===== src/hdl/mplf_pkg.sv =====
// Package for the MessagePack object length framer: sizes, codes, types and type-byte table.
package mplf_pkg;

   // Counter widths
   localparam int LENGTH_BITS  = 32;   // byte counter, 16..48
   localparam int PENDING_BITS = 40;   // pending element counter, 34..56
   localparam int HEADER_BITS  = 32;   // collected big-endian length header
   localparam int SKIP_BITS    = 32;   // payload bytes left to skip
   localparam int MSG_LEN_BITS = 32;   // reported length field

   // Type byte boundaries
   localparam logic [7:0] TB_FIXMAP   = 8'h80;
   localparam logic [7:0] TB_FIXARRAY = 8'h90;
   localparam logic [7:0] TB_FIXRAW   = 8'ha0;
   localparam logic [7:0] TB_MID      = 8'hc0;
   localparam logic [7:0] TB_NEGFIX   = 8'he0;

   // Codes for type bytes 0xc0..0xdf
   localparam logic [3:0] CODE_INVALID = 4'd9;   // unknown type byte
   localparam logic [3:0] CODE_RAW16   = 4'd10;  // first of the header-sized types

   // 0-8: payload bytes after the type byte, then raw16, raw32, array16,
   // array32, map16, map32
   localparam logic [3:0] MID_CODES [32] = '{
      4'd0,  4'd9,  4'd0,  4'd0,  4'd9,  4'd9,  4'd9,  4'd9,
      4'd9,  4'd9,  4'd4,  4'd8,  4'd1,  4'd2,  4'd4,  4'd8,
      4'd1,  4'd2,  4'd4,  4'd8,  4'd9,  4'd9,  4'd9,  4'd9,
      4'd9,  4'd9,  4'd10, 4'd11, 4'd12, 4'd13, 4'd14, 4'd15
   };

   // Header byte counts
   localparam logic [2:0] HDR_SHORT = 3'd2;
   localparam logic [2:0] HDR_LONG  = 3'd4;

   typedef enum logic [1:0] {
      PH_TYPE   = 2'd0,
      PH_HEADER = 2'd1,
      PH_SKIP   = 2'd2
   } phase_type;

   typedef enum logic [1:0] {
      KIND_RAW   = 2'd0,
      KIND_ARRAY = 2'd1,
      KIND_MAP   = 2'd2
   } kind_type;

   typedef enum logic [1:0] {
      ST_OK       = 2'd0,
      ST_INVALID  = 2'd1,
      ST_TRUNC    = 2'd2,
      ST_OVERFLOW = 2'd3
   } status_type;

   // One input byte as held in the input register
   typedef struct packed {
      logic [7:0] data_byte;
      logic       end_of_buffer;
   } in_item_type;

   // Outcome of one byte step
   typedef struct packed {
      logic                    valid;
      status_type              status;
      logic [MSG_LEN_BITS-1:0] msg_length;
   } step_result_type;

endpackage


===== src/hdl/mplf_req_if.sv =====
// Byte input channel: valid/ready plus one buffer byte.
interface mplf_req_if;
   logic       valid;
   logic       ready;
   logic [7:0] data_byte;
   logic       end_of_buffer;

   modport source (output valid, output data_byte, output end_of_buffer, input ready);
   modport sink   (input valid, input data_byte, input end_of_buffer, output ready);
endinterface


===== src/hdl/mplf_rsp_if.sv =====
// Result channel: valid/ready plus status and object length.
interface mplf_rsp_if;
   logic                                valid;
   logic                                ready;
   mplf_pkg::status_type                status;
   logic [mplf_pkg::MSG_LEN_BITS-1:0]   msg_length;

   modport source (output valid, output status, output msg_length, input ready);
   modport sink   (input valid, input status, input msg_length, output ready);
endinterface


===== src/hdl/mplf_core.sv =====
// Framer state and the per-byte update: type decode, header collection, payload skip.
module mplf_core (
   input  logic                       clock,
   input  logic                       reset,
   input  logic                       step_en,
   input  mplf_pkg::in_item_type      item,
   output mplf_pkg::step_result_type  res
);

   localparam int LB = mplf_pkg::LENGTH_BITS;
   localparam int PB = mplf_pkg::PENDING_BITS;
   localparam int HB = mplf_pkg::HEADER_BITS;
   localparam int SB = mplf_pkg::SKIP_BITS;
   localparam logic [LB-1:0] LEN_MAX = '1;

   mplf_pkg::phase_type  phase_ff, phase_in;
   mplf_pkg::kind_type   kind_ff, kind_in;
   logic [2:0]           header_left_ff, header_left_in;
   logic [HB-1:0]        header_value_ff, header_value_in;
   logic [SB-1:0]        skip_left_ff, skip_left_in;
   logic [PB-1:0]        pending_ff, pending_in;
   logic [LB-1:0]        byte_count_ff, byte_count_in;

   logic                 emit;
   mplf_pkg::status_type emit_status;
   logic [HB-1:0]        hv_shift;
   logic [PB-1:0]        pend_dec;
   logic                 add_en;
   logic [PB-1:0]        add_base;
   logic [PB-1:0]        add_val;
   logic [PB:0]          add_sum;
   logic [3:0]           mid_code;
   logic [2:0]           hdr_sel;
   logic [7:0]           b;

   assign b        = item.data_byte;
   assign hv_shift = {header_value_ff[HB-9:0], b};
   assign pend_dec = pending_ff - PB'(pending_ff != '0);
   assign mid_code = mplf_pkg::MID_CODES[b[4:0]];
   assign hdr_sel  = 3'(mid_code - mplf_pkg::CODE_RAW16);

   // Next state for one byte
   always_comb begin
      phase_in        = phase_ff;
      kind_in         = kind_ff;
      header_left_in  = header_left_ff;
      header_value_in = header_value_ff;
      skip_left_in    = skip_left_ff;
      pending_in      = pending_ff;
      byte_count_in   = byte_count_ff;
      emit            = 1'b0;
      emit_status     = mplf_pkg::ST_OK;
      add_en          = 1'b0;
      add_base        = pending_ff;
      add_val         = '0;
      add_sum         = '0;

      if (byte_count_ff == LEN_MAX) begin
         // byte counter full wins over everything else
         emit        = 1'b1;
         emit_status = mplf_pkg::ST_OVERFLOW;
      end else begin
         byte_count_in = byte_count_ff + LB'(1);
         unique case (phase_ff)
            mplf_pkg::PH_TYPE: begin
               pending_in = pend_dec;
               add_base   = pend_dec;
               if (b < mplf_pkg::TB_FIXMAP || b >= mplf_pkg::TB_NEGFIX) begin
                  // fixnum: nothing follows
               end else if (b < mplf_pkg::TB_FIXARRAY) begin
                  add_en  = 1'b1;
                  add_val = PB'({b[3:0], 1'b0});
               end else if (b < mplf_pkg::TB_FIXRAW) begin
                  add_en  = 1'b1;
                  add_val = PB'(b[3:0]);
               end else if (b < mplf_pkg::TB_MID) begin
                  skip_left_in = SB'(b[4:0]);
               end else if (mid_code == mplf_pkg::CODE_INVALID) begin
                  emit        = 1'b1;
                  emit_status = mplf_pkg::ST_INVALID;
               end else if (mid_code < mplf_pkg::CODE_INVALID) begin
                  skip_left_in = SB'(mid_code);
               end else begin
                  header_left_in  = hdr_sel[0] ? mplf_pkg::HDR_LONG : mplf_pkg::HDR_SHORT;
                  kind_in         = mplf_pkg::kind_type'(hdr_sel[2:1]);
                  header_value_in = '0;
                  phase_in        = mplf_pkg::PH_HEADER;
               end
               if (phase_in == mplf_pkg::PH_TYPE && skip_left_in != '0)
                  phase_in = mplf_pkg::PH_SKIP;
            end
            mplf_pkg::PH_HEADER: begin
               header_value_in = hv_shift;
               header_left_in  = header_left_ff - 3'(header_left_ff != '0);
               if (header_left_in == '0) begin
                  if (kind_ff == mplf_pkg::KIND_RAW) begin
                     skip_left_in = SB'(hv_shift);
                  end else begin
                     add_en  = 1'b1;
                     add_val = (kind_ff == mplf_pkg::KIND_MAP) ? PB'({hv_shift, 1'b0})
                                                             : PB'(hv_shift);
                  end
                  header_value_in = '0;
                  kind_in         = mplf_pkg::KIND_RAW;
                  phase_in        = (skip_left_in != '0) ? mplf_pkg::PH_SKIP
                                                         : mplf_pkg::PH_TYPE;
               end
            end
            mplf_pkg::PH_SKIP: begin
               skip_left_in = skip_left_ff - SB'(skip_left_ff != '0);
               if (skip_left_in == '0)
                  phase_in = mplf_pkg::PH_TYPE;
            end
            default: begin
               phase_in = mplf_pkg::PH_TYPE;
            end
         endcase

         // element count add, flagged on carry out
         if (add_en) begin
            add_sum = {1'b0, add_base} + {1'b0, add_val};
            if (add_sum[PB]) begin
               emit        = 1'b1;
               emit_status = mplf_pkg::ST_OVERFLOW;
            end else begin
               pending_in = add_sum[PB-1:0];
            end
         end

         // completion or early end of buffer
         if (!emit) begin
            if (phase_in == mplf_pkg::PH_TYPE && pending_in == '0) begin
               emit        = 1'b1;
               emit_status = mplf_pkg::ST_OK;
            end else if (item.end_of_buffer) begin
               emit        = 1'b1;
               emit_status = mplf_pkg::ST_TRUNC;
            end
         end
      end
   end

   // Result the held byte would give; it counts only when step_en is high
   always_comb begin
      res.valid      = emit;
      res.status     = emit_status;
      res.msg_length = (emit_status == mplf_pkg::ST_OK)
                       ? mplf_pkg::MSG_LEN_BITS'(byte_count_in) : '0;
   end

   // State registers; any result restarts the scan
   always_ff @(posedge clock) begin
      if (reset || (step_en && emit)) begin
         phase_ff        <= mplf_pkg::PH_TYPE;
         kind_ff         <= mplf_pkg::KIND_RAW;
         header_left_ff  <= '0;
         header_value_ff <= '0;
         skip_left_ff    <= '0;
         pending_ff      <= PB'(1);
         byte_count_ff   <= '0;
      end else if (step_en) begin
         phase_ff        <= phase_in;
         kind_ff         <= kind_in;
         header_left_ff  <= header_left_in;
         header_value_ff <= header_value_in;
         skip_left_ff    <= skip_left_in;
         pending_ff      <= pending_in;
         byte_count_ff   <= byte_count_in;
      end
   end

   // After a result the next byte starts a fresh object
   a_restart: assert property (@(posedge clock) disable iff (reset)
      step_en && res.valid |=> phase_ff == mplf_pkg::PH_TYPE && pending_ff == PB'(1)
                    && byte_count_ff == '0)
      else $error("state not restarted after result");

   // Waiting on a type byte always means something is still pending
   a_pending: assert property (@(posedge clock) disable iff (reset)
      phase_ff == mplf_pkg::PH_TYPE |-> pending_ff != '0)
      else $error("type phase with no pending element");

   // Header and skip phases always have work left
   a_work_left: assert property (@(posedge clock) disable iff (reset)
      (phase_ff != mplf_pkg::PH_HEADER
         || (header_left_ff != '0 && header_left_ff <= mplf_pkg::HDR_LONG))
      && (phase_ff != mplf_pkg::PH_SKIP || skip_left_ff != '0))
      else $error("header or skip phase with nothing left");

endmodule


===== src/hdl/msgpack_message_length_framer_unit.sv =====
// Top level of the MessagePack object length framer: input register, step core, result register.
//
//  channel | dir | handshake    | payload
//  req_*   | in  | valid/ready  | data_byte[7:0], end_of_buffer
//  rsp_*   | out | valid/ready  | status[1:0], msg_length[31:0]
//
// One byte per clock sustained, except while a held result stalls a step that produces a result.
// A byte is registered in the input register at its transfer, stepped through mplf_core,
// and its result (if any) is registered in the result register when that step fires.
// Reset is synchronous and clears both registers and the scan state.
// A held result stalls the step only when that step produces another result;
// bytes that finish no object keep flowing while rsp is stalled.
module msgpack_message_length_framer_unit (
   input logic        clock,
   input logic        reset,
   mplf_req_if.sink   req_port,
   mplf_rsp_if.source rsp_port
);

   logic                      in_valid_ff;
   mplf_pkg::in_item_type     in_item_ff;
   logic                      out_valid_ff;
   mplf_pkg::status_type      out_status_ff;
   logic [mplf_pkg::MSG_LEN_BITS-1:0] out_length_ff;
   logic                      out_free;
   logic                      step_fire;
   mplf_pkg::step_result_type res;

   // Step when a byte is held and a result, if any, has room
   assign out_free  = !out_valid_ff || rsp_port.ready;
   assign step_fire = in_valid_ff && (out_free || !res.valid);
   assign req_port.ready = !in_valid_ff || step_fire;

   // Input register
   always_ff @(posedge clock) begin
      if (reset) begin
         in_valid_ff <= 1'b0;
      end else if (req_port.valid && req_port.ready) begin
         in_valid_ff <= 1'b1;
      end else if (step_fire) begin
         in_valid_ff <= 1'b0;
      end
   end

   always_ff @(posedge clock) begin
      if (req_port.valid && req_port.ready) begin
         in_item_ff.data_byte     <= req_port.data_byte;
         in_item_ff.end_of_buffer <= req_port.end_of_buffer;
      end
   end

   mplf_core u_core (
      .clock   (clock),
      .reset   (reset),
      .step_en (step_fire),
      .item    (in_item_ff),
      .res     (res)
   );

   // Result register
   always_ff @(posedge clock) begin
      if (reset) begin
         out_valid_ff <= 1'b0;
      end else if (res.valid && step_fire) begin
         out_valid_ff <= 1'b1;
      end else if (rsp_port.ready) begin
         out_valid_ff <= 1'b0;
      end
   end

   always_ff @(posedge clock) begin
      if (res.valid && step_fire) begin
         out_status_ff <= res.status;
         out_length_ff <= res.msg_length;
      end
   end

   assign rsp_port.valid      = out_valid_ff;
   assign rsp_port.status     = out_status_ff;
   assign rsp_port.msg_length = out_length_ff;

   // A stepped result always lands in the result register
   a_result_lands: assert property (@(posedge clock) disable iff (reset)
      res.valid && step_fire |=> out_valid_ff)
      else $error("result dropped");

   // Error results carry no length
   a_err_len: assert property (@(posedge clock) disable iff (reset)
      out_valid_ff && out_status_ff != mplf_pkg::ST_OK |-> out_length_ff == '0)
      else $error("length on error result");

   // A held byte that was not stepped stays put
   a_in_hold: assert property (@(posedge clock) disable iff (reset)
      in_valid_ff && !step_fire |=> in_valid_ff && $stable(in_item_ff))
      else $error("input byte lost while stalled");

endmodule

===== src/flat_wrapper.sv =====
// flat-port wrapper written by rule: the top's interface ports become plain ports
module msgpack_message_length_framer_unit_flat 
  (clock, reset, req_port_valid, req_port_data_byte, req_port_end_of_buffer, req_port_ready, rsp_port_valid, rsp_port_status, rsp_port_msg_length, rsp_port_ready);
  mplf_req_if req_port_i ();
  mplf_rsp_if rsp_port_i ();
  input logic clock;
  input logic reset;
  input wire logic [$bits(req_port_i.valid)-1:0] req_port_valid;
  input wire logic [$bits(req_port_i.data_byte)-1:0] req_port_data_byte;
  input wire logic [$bits(req_port_i.end_of_buffer)-1:0] req_port_end_of_buffer;
  output wire logic [$bits(req_port_i.ready)-1:0] req_port_ready;
  output wire logic [$bits(rsp_port_i.valid)-1:0] rsp_port_valid;
  output wire logic [$bits(rsp_port_i.status)-1:0] rsp_port_status;
  output wire logic [$bits(rsp_port_i.msg_length)-1:0] rsp_port_msg_length;
  input wire logic [$bits(rsp_port_i.ready)-1:0] rsp_port_ready;
  assign req_port_i.valid = req_port_valid;
  assign req_port_i.data_byte = req_port_data_byte;
  assign req_port_i.end_of_buffer = req_port_end_of_buffer;
  assign req_port_ready = req_port_i.ready;
  assign rsp_port_valid = rsp_port_i.valid;
  assign rsp_port_status = rsp_port_i.status;
  assign rsp_port_msg_length = rsp_port_i.msg_length;
  assign rsp_port_i.ready = rsp_port_ready;
  msgpack_message_length_framer_unit u_core (.clock(clock), .reset(reset), .req_port(req_port_i), .rsp_port(rsp_port_i));
endmodule

===== config.mk =====
export PLATFORM = sky130hd
export DESIGN_NAME = msgpack_message_length_framer_unit_flat
export DESIGN_NICKNAME = d
export VERILOG_FILES = /design/src/hdl/mplf_pkg.sv /design/src/hdl/mplf_req_if.sv /design/src/hdl/mplf_rsp_if.sv /design/src/hdl/mplf_core.sv /design/src/hdl/msgpack_message_length_framer_unit.sv /design/src/flat_wrapper.sv
export SDC_FILE = /design/constraint.sdc
export NUM_CORES = 1
export LEC_CHECK = 0
export ABC_AREA = 1
export BUFFER_PORTS_ARGS = -buffer_cell sky130_fd_sc_hd__buf_2
export CORE_MARGIN = 10
export CORE_UTILIZATION = 40
export DETAILED_ROUTE_END_ITERATION = 10
export HOLD_SLACK_MARGIN = 0.02
export MAX_ROUTING_LAYER = met4
export PLACE_DENSITY = 0.62
export SYNTH_ARGS = -nofsm -noshare
export SYNTH_HDL_FRONTEND = slang
export SYNTH_SLANG_ARGS = --single-unit

===== constraint.sdc =====
create_clock -name clock -period 10.98 [get_ports clock]
set_input_delay 1.647 -clock clock [delete_from_list [all_inputs] [get_ports clock]]
set_output_delay 1.647 -clock clock [all_outputs]
set_load 0.01 [all_outputs]

==> out/metrics.yaml, run 1 <==
drt:
  wl_per_cell_um: 17.6
  ant_nets: 0
  totalWireLength_um: 51500
  vias_per_cell: 5.45
  drcViolationCount: 0
  first_iter_violations: 1599
  dr_total_vias: 16000
  dr.pass1.iters: 6
timing:
  finalCritPeriodShare_pct: 76.2
  finalSetupViolations: 0
  setup-tns-final_ps: 0
  relSlewSlack_pct: 23.9
  fin_worst_skew_ps: 16.8
  timing.hold.ws_ps: 466
  clock.fmax_mhz: 120
  timing.final.hold_violations: 0
  timing.final.ws_setup_ps: 2620
  worst_pin_slew_ps: 1140
  slew_viol_final: 0
  rsz0062_at_grt: "false"
  period_minus_slack_ps: 8360
critical_path:
  max_stage_delay_ps: 750
  crit_start: "u_core.u_core.header_left_ff[2]$_SDFFE_PP0P_"
  crit_slowest_cell: "nand3_1"
  cp.depth: 33
  required_ps: 9330
  r2r_start: "u_core.u_core.header_left_ff[2]$_SDFFE_PP0P_"
  r2r_cells: 37
  cp_top_family: "simple AND/OR/NAND/NOR gates"
  arrival_ps: 6720
  critical_path.most_common_cell: "nand2_1"
  crit_buf_inv: 3
  crit_type: "reg -> out"
  cp_max_fo: 42
  rrSetupSlack_ps: 2980
  endpoint: "req_port_ready"
  r2r-end: "u_core.u_core.pending_ff[3]$_SDFFE_PP0P_"
  startpoint_type: "register"
  setup.worst_path.end_class: "primary output"
power_and_ir_drop:
  max-vdd-ir-drop_uv: 132
  power.share.clock_pct: 33.8
  netSwitchingFraction_pct: 38.5
  intPower_mw: 1.18
  p_comb_share_pct: 28.2
  power_leakage_nw: 7.62
  power_density_nw_per_um2: 120
  seqPwrFrac_pct: 38.0
  totalPowerFinal_mw: 1.92
  p_sw_uw: 740
clock_tree:
  ctsLongestPathBuffers: 2
  post_cts_resized: 0
  cts.clk_slew.worst_paths_ps: 80
  cts.sinks: 180
  post-cts-setup-buffers: 0
  h-tree-depth: 4
  clk_latency_ps: 460
  root_buffer: "clkbuf_16"
  cts_tree: "built"
  cts_buffers: 17
  hold_buffers: 0
flow_run:
  cap_violations: 0
place:
  preCtsSetupSlack_ps: 3140
  hpwlAfterDp_um: 39500
  placed_cells: 2901
  dpl_cell_area_um2: 15400
  portBuffers: 48
  gp_congestion: 0.968
logic_synthesis:
  synth_warnings: 0
  ys_types: 55
  synth_top_cell_area_share_pct: 18.4
  synth-seq-area-share_pct: 27.0
  synth_top_area_cell: "dfxtp_1"
  synth-edff-count: 43
  async_reset_ff_share_pct: 0
  synth_cells: 2462
  avgSynthCellArea_um2: 6.07
  dominantRegCellSynth: "dfxtp_1"
  netlist_top_cells_area: "dfxtp_1 18%, nand2_1 18%, nor2_1 10%, edfxtp_1 8.6%, inv_1 6.9%"
  syn_area_um2: 14900
  syn-num-nets: 2520
  synth-seq-cells: 180
worst_hold_path:
  min_path_type: "reg -> reg"
floorplan:
  die_w_um: 213
  ioPinCount: 49
  dieArea_um2: 45500
  initial_core_util_pct: 40.7
  row_count: 70
  fp.dieH_um: 213
  fp.coreArea_um2: 36700
cells_and_area:
  fin_nets: 2510
  final_cells: 2933
  postLayoutCoreUtil_pct: 43.6
  area_growth_pct: 7.05
  diodes: 0
  final_layout_size_suffix_gt1_share_pct: 5.60
  design_area_um2: 16000
global_route:
  grt_overflow_total: 0
  grt_pass1_vias: 14500
  grt_pass1_wl_um: 80400
  track_usage_pct: 23.0
  grt_max_degree: 71
  antenna_found_initial: 0
status:
  status: "completed"
==> cell usage in the layout, fill, tap and decap left out, types with 13 or more instances in the layout <==
cell	Yosys	final
nand4_1	33	33
or2_1	13	13
o21ai_1	29	28
nand3_1	139	139
a21oi_1	151	151
buf_2	33	48
xnor2_1	13	13
nor3_1	40	40
edfxtp_1	43	43
o22ai_1	30	30
ha_1	44	44
nor2_1	404	403
nand2_1	712	712
o21ai_0	92	92
clkbuf_16	0	17
a31oi_1	16	16
dfxtp_1	137	137
xor2_1	89	89
inv_1	274	274
==> area by class of cell <==
class / instances / area (um^2)
multi-input combinational: 1915 / 9410
tap: 468 / 586
clock buffer: 19 / 443
inverter: 281 / 1060
fill: 3909 / 20700
clock inverter: 13 / 155
timing repair buffer: 57 / 308
sequential: 180 / 4030
==> flip-flops by register name (all words and copies together) (netlist names) <==
register / count
u_core.u_core.phase_ff: 2
u_core.rsp_port.status: 2
u_core.u_core.byte_count_ff: 32
u_core.rsp_port.msg_length: 32
u_core.u_core.skip_left_ff: 32
u_core.u_core.kind_ff: 2
u_core.in_item_ff: 9
u_core.u_core.header_value_ff: 24
u_core.rsp_port.valid: 1
u_core.u_core.header_left_ff: 3
u_core.in_valid_ff: 1
u_core.u_core.pending_ff: 40
==> power by group through the flow <==
stage / sequential, mW / combinational [mW] / clock, mW
2_1_floorplan: 0.733 / 0.389 / 0
3_3_place_gp: 0.745 / 0.528 / 0
3_5_place_dp: 0.745 / 0.527 / 0
4_1_cts: 0.730 / 0.530 / 0.659
5_1_grt: 0.734 / 0.603 / 0.685
6_report: 0.731 / 0.543 / 0.649
==> cells by family (layout without fill, tap and decap cells) <==
logic type / count (synthesis) / count (layout) / share of synthesized area [%]
flip-flops: 180 / 180 / 27.0
AND/OR/NAND/NOR: 1403 / 1403 / 39.5
XOR/XNOR: 102 / 102 / 5.98
adder cells (fa/ha/maj): 45 / 45 / 3.82
AO/OA/AOI/OAI: 365 / 365 / 13.6
buffers and inverters: 367 / 370 / 10.1
==> worst reg2reg max path, delay by kind of cell, from the launching register on <==
kind | cells | cell delay (ps)
buffers and inverters | 4 | 1080
adder cells (fa/ha/maj) | 3 | 930
AND/OR/NAND/NOR | 25 | 4350
AO/OA/AOI/OAI | 5 | 1210
flip-flops | 1 | 340
==> worst min path at each step <==
stage / slack, ps / to / cells after the start / startpoint
2_1_floorplan: 440 / u_core.u_core.pending_ff[10]$_SDFFE_PP0P_ / 2 / u_core.u_core.pending_ff[10]$_SDFFE_PP0P_
3_3_place_gp: 450 / u_core.u_core.pending_ff[10]$_SDFFE_PP0P_ / 2 / u_core.u_core.pending_ff[10]$_SDFFE_PP0P_
3_5_place_dp: 460 / u_core.u_core.pending_ff[10]$_SDFFE_PP0P_ / 2 / u_core.u_core.pending_ff[10]$_SDFFE_PP0P_
4_1_cts: 470 / u_core.u_core.pending_ff[10]$_SDFFE_PP0P_ / 2 / u_core.u_core.pending_ff[10]$_SDFFE_PP0P_
5_1_grt: 480 / u_core.u_core.pending_ff[10]$_SDFFE_PP0P_ / 2 / u_core.u_core.pending_ff[10]$_SDFFE_PP0P_
6_report: 470 / u_core.u_core.pending_ff[10]$_SDFFE_PP0P_ / 2 / u_core.u_core.pending_ff[10]$_SDFFE_PP0P_
==> cells in the mapped netlist, drive strengths merged, types with 6 or more instances <==
| library cell | instances |
|---|---|
| xnor2 | 13 |
| nand3 | 141 |
| a21oi | 151 |
| buf | 54 |
| or2 | 23 |
| nor2 | 415 |
| nand4 | 36 |
| dfxtp | 137 |
| nor4 | 12 |
| a31oi | 16 |
| clkbuf | 32 |
| ha | 44 |
| o21bai | 12 |
| nand2 | 725 |
| a21o | 6 |
| o21ai | 121 |
| nand3b | 6 |
| nor3 | 41 |
| inv | 280 |
| o221ai | 7 |
| xor2 | 89 |
| o22ai | 30 |
| edfxtp | 43 |
==> routing by layer <==
layer	up-vias	GRT usage (%)	wire length, um
li1	7915	-	-
met1	7474	31.9	24500
met2	557	35.5	22700
met3	43	2.17	3580
met4	0	5.18	699
met5	-	-	0
Power figures use the tool's default switching activity.
==> run 2, diff against run 1 <==
- clock period: 10.98 -> 8.3 ns (I/O delays scaled with it)
==> out/metrics.yaml, run 2 (synthesis results as in run 1) <==
status:
  status: "completed"
cells_and_area:
  area_growth_pct: 7.40
  postLayoutCoreUtil_pct: 43.7  # +0.14 points
  design_area_um2: 16000  # +0.33%
  fillCellCount: 3924  # +0.38%
  final_layout_size_suffix_gt1_share_pct: 6.02  # +0.42 points
  layout_common_cells: "712 x nand2_1, 402 x nor2_1, 273 x inv_1, 151 x a21oi_1, 139 x nand3_1"
  layout_commonest_cell: "nand2_1"
  fin_nets: 2520  # +0.40%
  diodes: 0  # unchanged
  final_cells: 2943  # +0.34%
  largest_register_ffs: 40  # unchanged
  regMostFlops: "u_core.u_core.pending_ff"
global_route:
  track_usage_pct: 22.5  # -0.46 points
  grt_max_degree: 65  # -8.5%
  grt_overflow_total: 0  # unchanged
  grt_pass1_vias: 14400  # -0.55%
  grt_pass1_wl_um: 79000  # -1.7%
  antenna_found_initial: 0  # unchanged
critical_path:
  critical_path.most_common_cell: "nand2_1"
  required_ps: 7050  # -2280 ps
  r2r_cells: 37  # unchanged
  max_stage_delay_ps: 400  # -350 ps
  crit_buf_inv: 6  # +3
  cp_max_fo: 42  # unchanged
  crit_type: "reg -> out"
  cp_top_family: "simple AND/OR/NAND/NOR gates"
  setup.worst_path.end_class: "primary output"
  startpoint_type: "register"
  crit_slowest_cell: "fa_1"
  arrival_ps: 6570  # -150 ps
  cp.depth: 36  # +9.1%
timing:
  finalSetupViolations: 0  # unchanged
  rsz0062_at_grt: "false"
  timing.hold.ws_ps: 467  # +0.993 ps
  setup-tns-final_ps: 0  # unchanged
  worst_pin_slew_ps: 1090  # -46.8 ps
  finalCritPeriodShare_pct: 94.1
  clock.fmax_mhz: 128
  slew_viol_final: 0  # unchanged
  timing.final.hold_violations: 0  # unchanged
  period_minus_slack_ps: 7810
  fin_worst_skew_ps: 14.8  # -2.02 ps
  relSlewSlack_pct: 26.9  # +3.0 points
drt:
  first_iter_violations: 1712  # +7.1%
  vias_per_cell: 5.41  # -0.82%
  totalWireLength_um: 50200  # -2.5%
  dr.pass1.iters: 6  # unchanged
  dr_total_vias: 15900  # -0.48%
  wl_per_cell_um: 17.1  # -2.8%
  ant_nets: 0  # unchanged
  drcViolationCount: 0  # unchanged
floorplan:
  ioPinCount: 49  # unchanged
  fp.coreArea_um2: 36700  # unchanged
  fp.dieH_um: 213  # unchanged
  dieArea_um2: 45500  # unchanged
  die_w_um: 213  # unchanged
  row_count: 70  # unchanged
  initial_core_util_pct: 40.7  # unchanged
power_and_ir_drop:
  p_comb_share_pct: 28.6  # +0.4 points
  p_sw_uw: 964  # +30%
  power.share.clock_pct: 32.7  # -1.1 points
  max-vdd-ir-drop_uv: 155  # +17%
  power_density_nw_per_um2: 155  # +29%
  power_leakage_nw: 7.65  # +0.42%
  seqPwrFrac_pct: 38.7  # +0.7 points
  intPower_mw: 1.53  # +29%
  netSwitchingFraction_pct: 38.7  # +0.22 points
clock_tree:
  ctsLongestPathBuffers: 2  # unchanged
  cts_tree: "built"
  clk_latency_ps: 470  # about the same
  cts_buffers: 17  # unchanged
  hold_buffers: 0  # unchanged
  h-tree-depth: 4  # unchanged
  cts.clk_slew.worst_paths_ps: 80  # about the same
  root_buffer: "clkbuf_16"
  cts.sinks: 180  # unchanged
place:
  placed_cells: 2908  # +0.24%
  dpl_cell_area_um2: 15400  # +0.33%
  gp_congestion: 1.01  # +4.2%
  portBuffers: 48  # unchanged
  hpwlAfterDp_um: 38500  # -2.6%
worst_hold_path:
  min_path_type: "reg -> reg"
  hold_depth: 2  # unchanged
flow_run:
  cap_violations: 0  # unchanged
run 2: changes by cell type in the layout (fill, tap and decap cells not counted), sizes merged:
cell / before / now
buf: 57 / 66
bufinv: 1 / 0
clkbuf: 19 / 18
clkinv: 4 / 5
clkinvlp: 2 / 3
inv: 287 / 288
run 2: final cells by class:
cell class	instances	area, um^2	share of cell area, %
Sequential cell	180	4030	25.1
Clock buffer	18	429	2.67
Timing Repair Buffer	66	375	2.34
Inverter	281	1060	6.60
Clock inverter	14	133	0.826
Tap cell	468	586	3.65
Multi-Input combinational cell	1915	9430	58.7
Timing Repair inverter	1	7.51	0.0468
run 2: worst paths after layout:
path | end | startpoint | slack (ps)
setup / recovery | req_port_ready | u_core.u_core.header_left_ff[2]$_SDFFE_PP0P_ | 490
hold / removal | u_core.u_core.pending_ff[10]$_SDFFE_PP0P_ | u_core.u_core.pending_ff[10]$_SDFFE_PP0P_ | 470
setup reg to reg | u_core.u_core.header_value_ff[7]$_SDFFE_PP0P_ | u_core.u_core.header_left_ff[2]$_SDFFE_PP0P_ | 1050
hold reg to reg | u_core.u_core.pending_ff[10]$_SDFFE_PP0P_ | u_core.u_core.pending_ff[10]$_SDFFE_PP0P_ | 470
run 2: timing repair:
action | in CTS | in global routing
setup endpoints to repair | 0 | 1
resized for setup | 0 | 4
buffers inserted | 0 | 2
run 2: power by group through the flow:
stage / clock [mW] / sequential, mW / combinational (mW)
floorplan: 0 / 0.969 / 0.514
global placement: 0 / 0.984 / 0.695
detailed placement: 0 / 0.984 / 0.694
CTS: 0.825 / 0.964 / 0.697
global route: 0.855 / 0.970 / 0.794
finish: 0.814 / 0.966 / 0.713
run 2: worst register-to-register path: cells and delay by family (launching register included):
family / cells / cell delay (ps)
adders and majority gates: 4 / 1150
DFF: 1 / 330
AOI/OAI and AO/OA: 4 / 1290
xor gates and xnor gates: 1 / 200
buffers and inverters: 5 / 540
and+or+nand+nor: 23 / 3600
run 2: per-stage QoR:
| step | worst slack (ps) | power (mW) |
|---|---|---|
| after detailed placement | 876 | 1.68 |
| after floorplan | 2440 | 1.48 |
| after CTS | 348 | 2.49 |
| final | 487 | 2.49 |
| after global routing | 15.5 | 2.62 |
| after global placement | 1140 | 1.68 |
run 2: routing by layer:
metal,global-route usage [%],share of wire (%)
met5,-,0
met3,2.99,7.9
met1,31.2,47
met4,6.31,2.1
met2,33.7,43
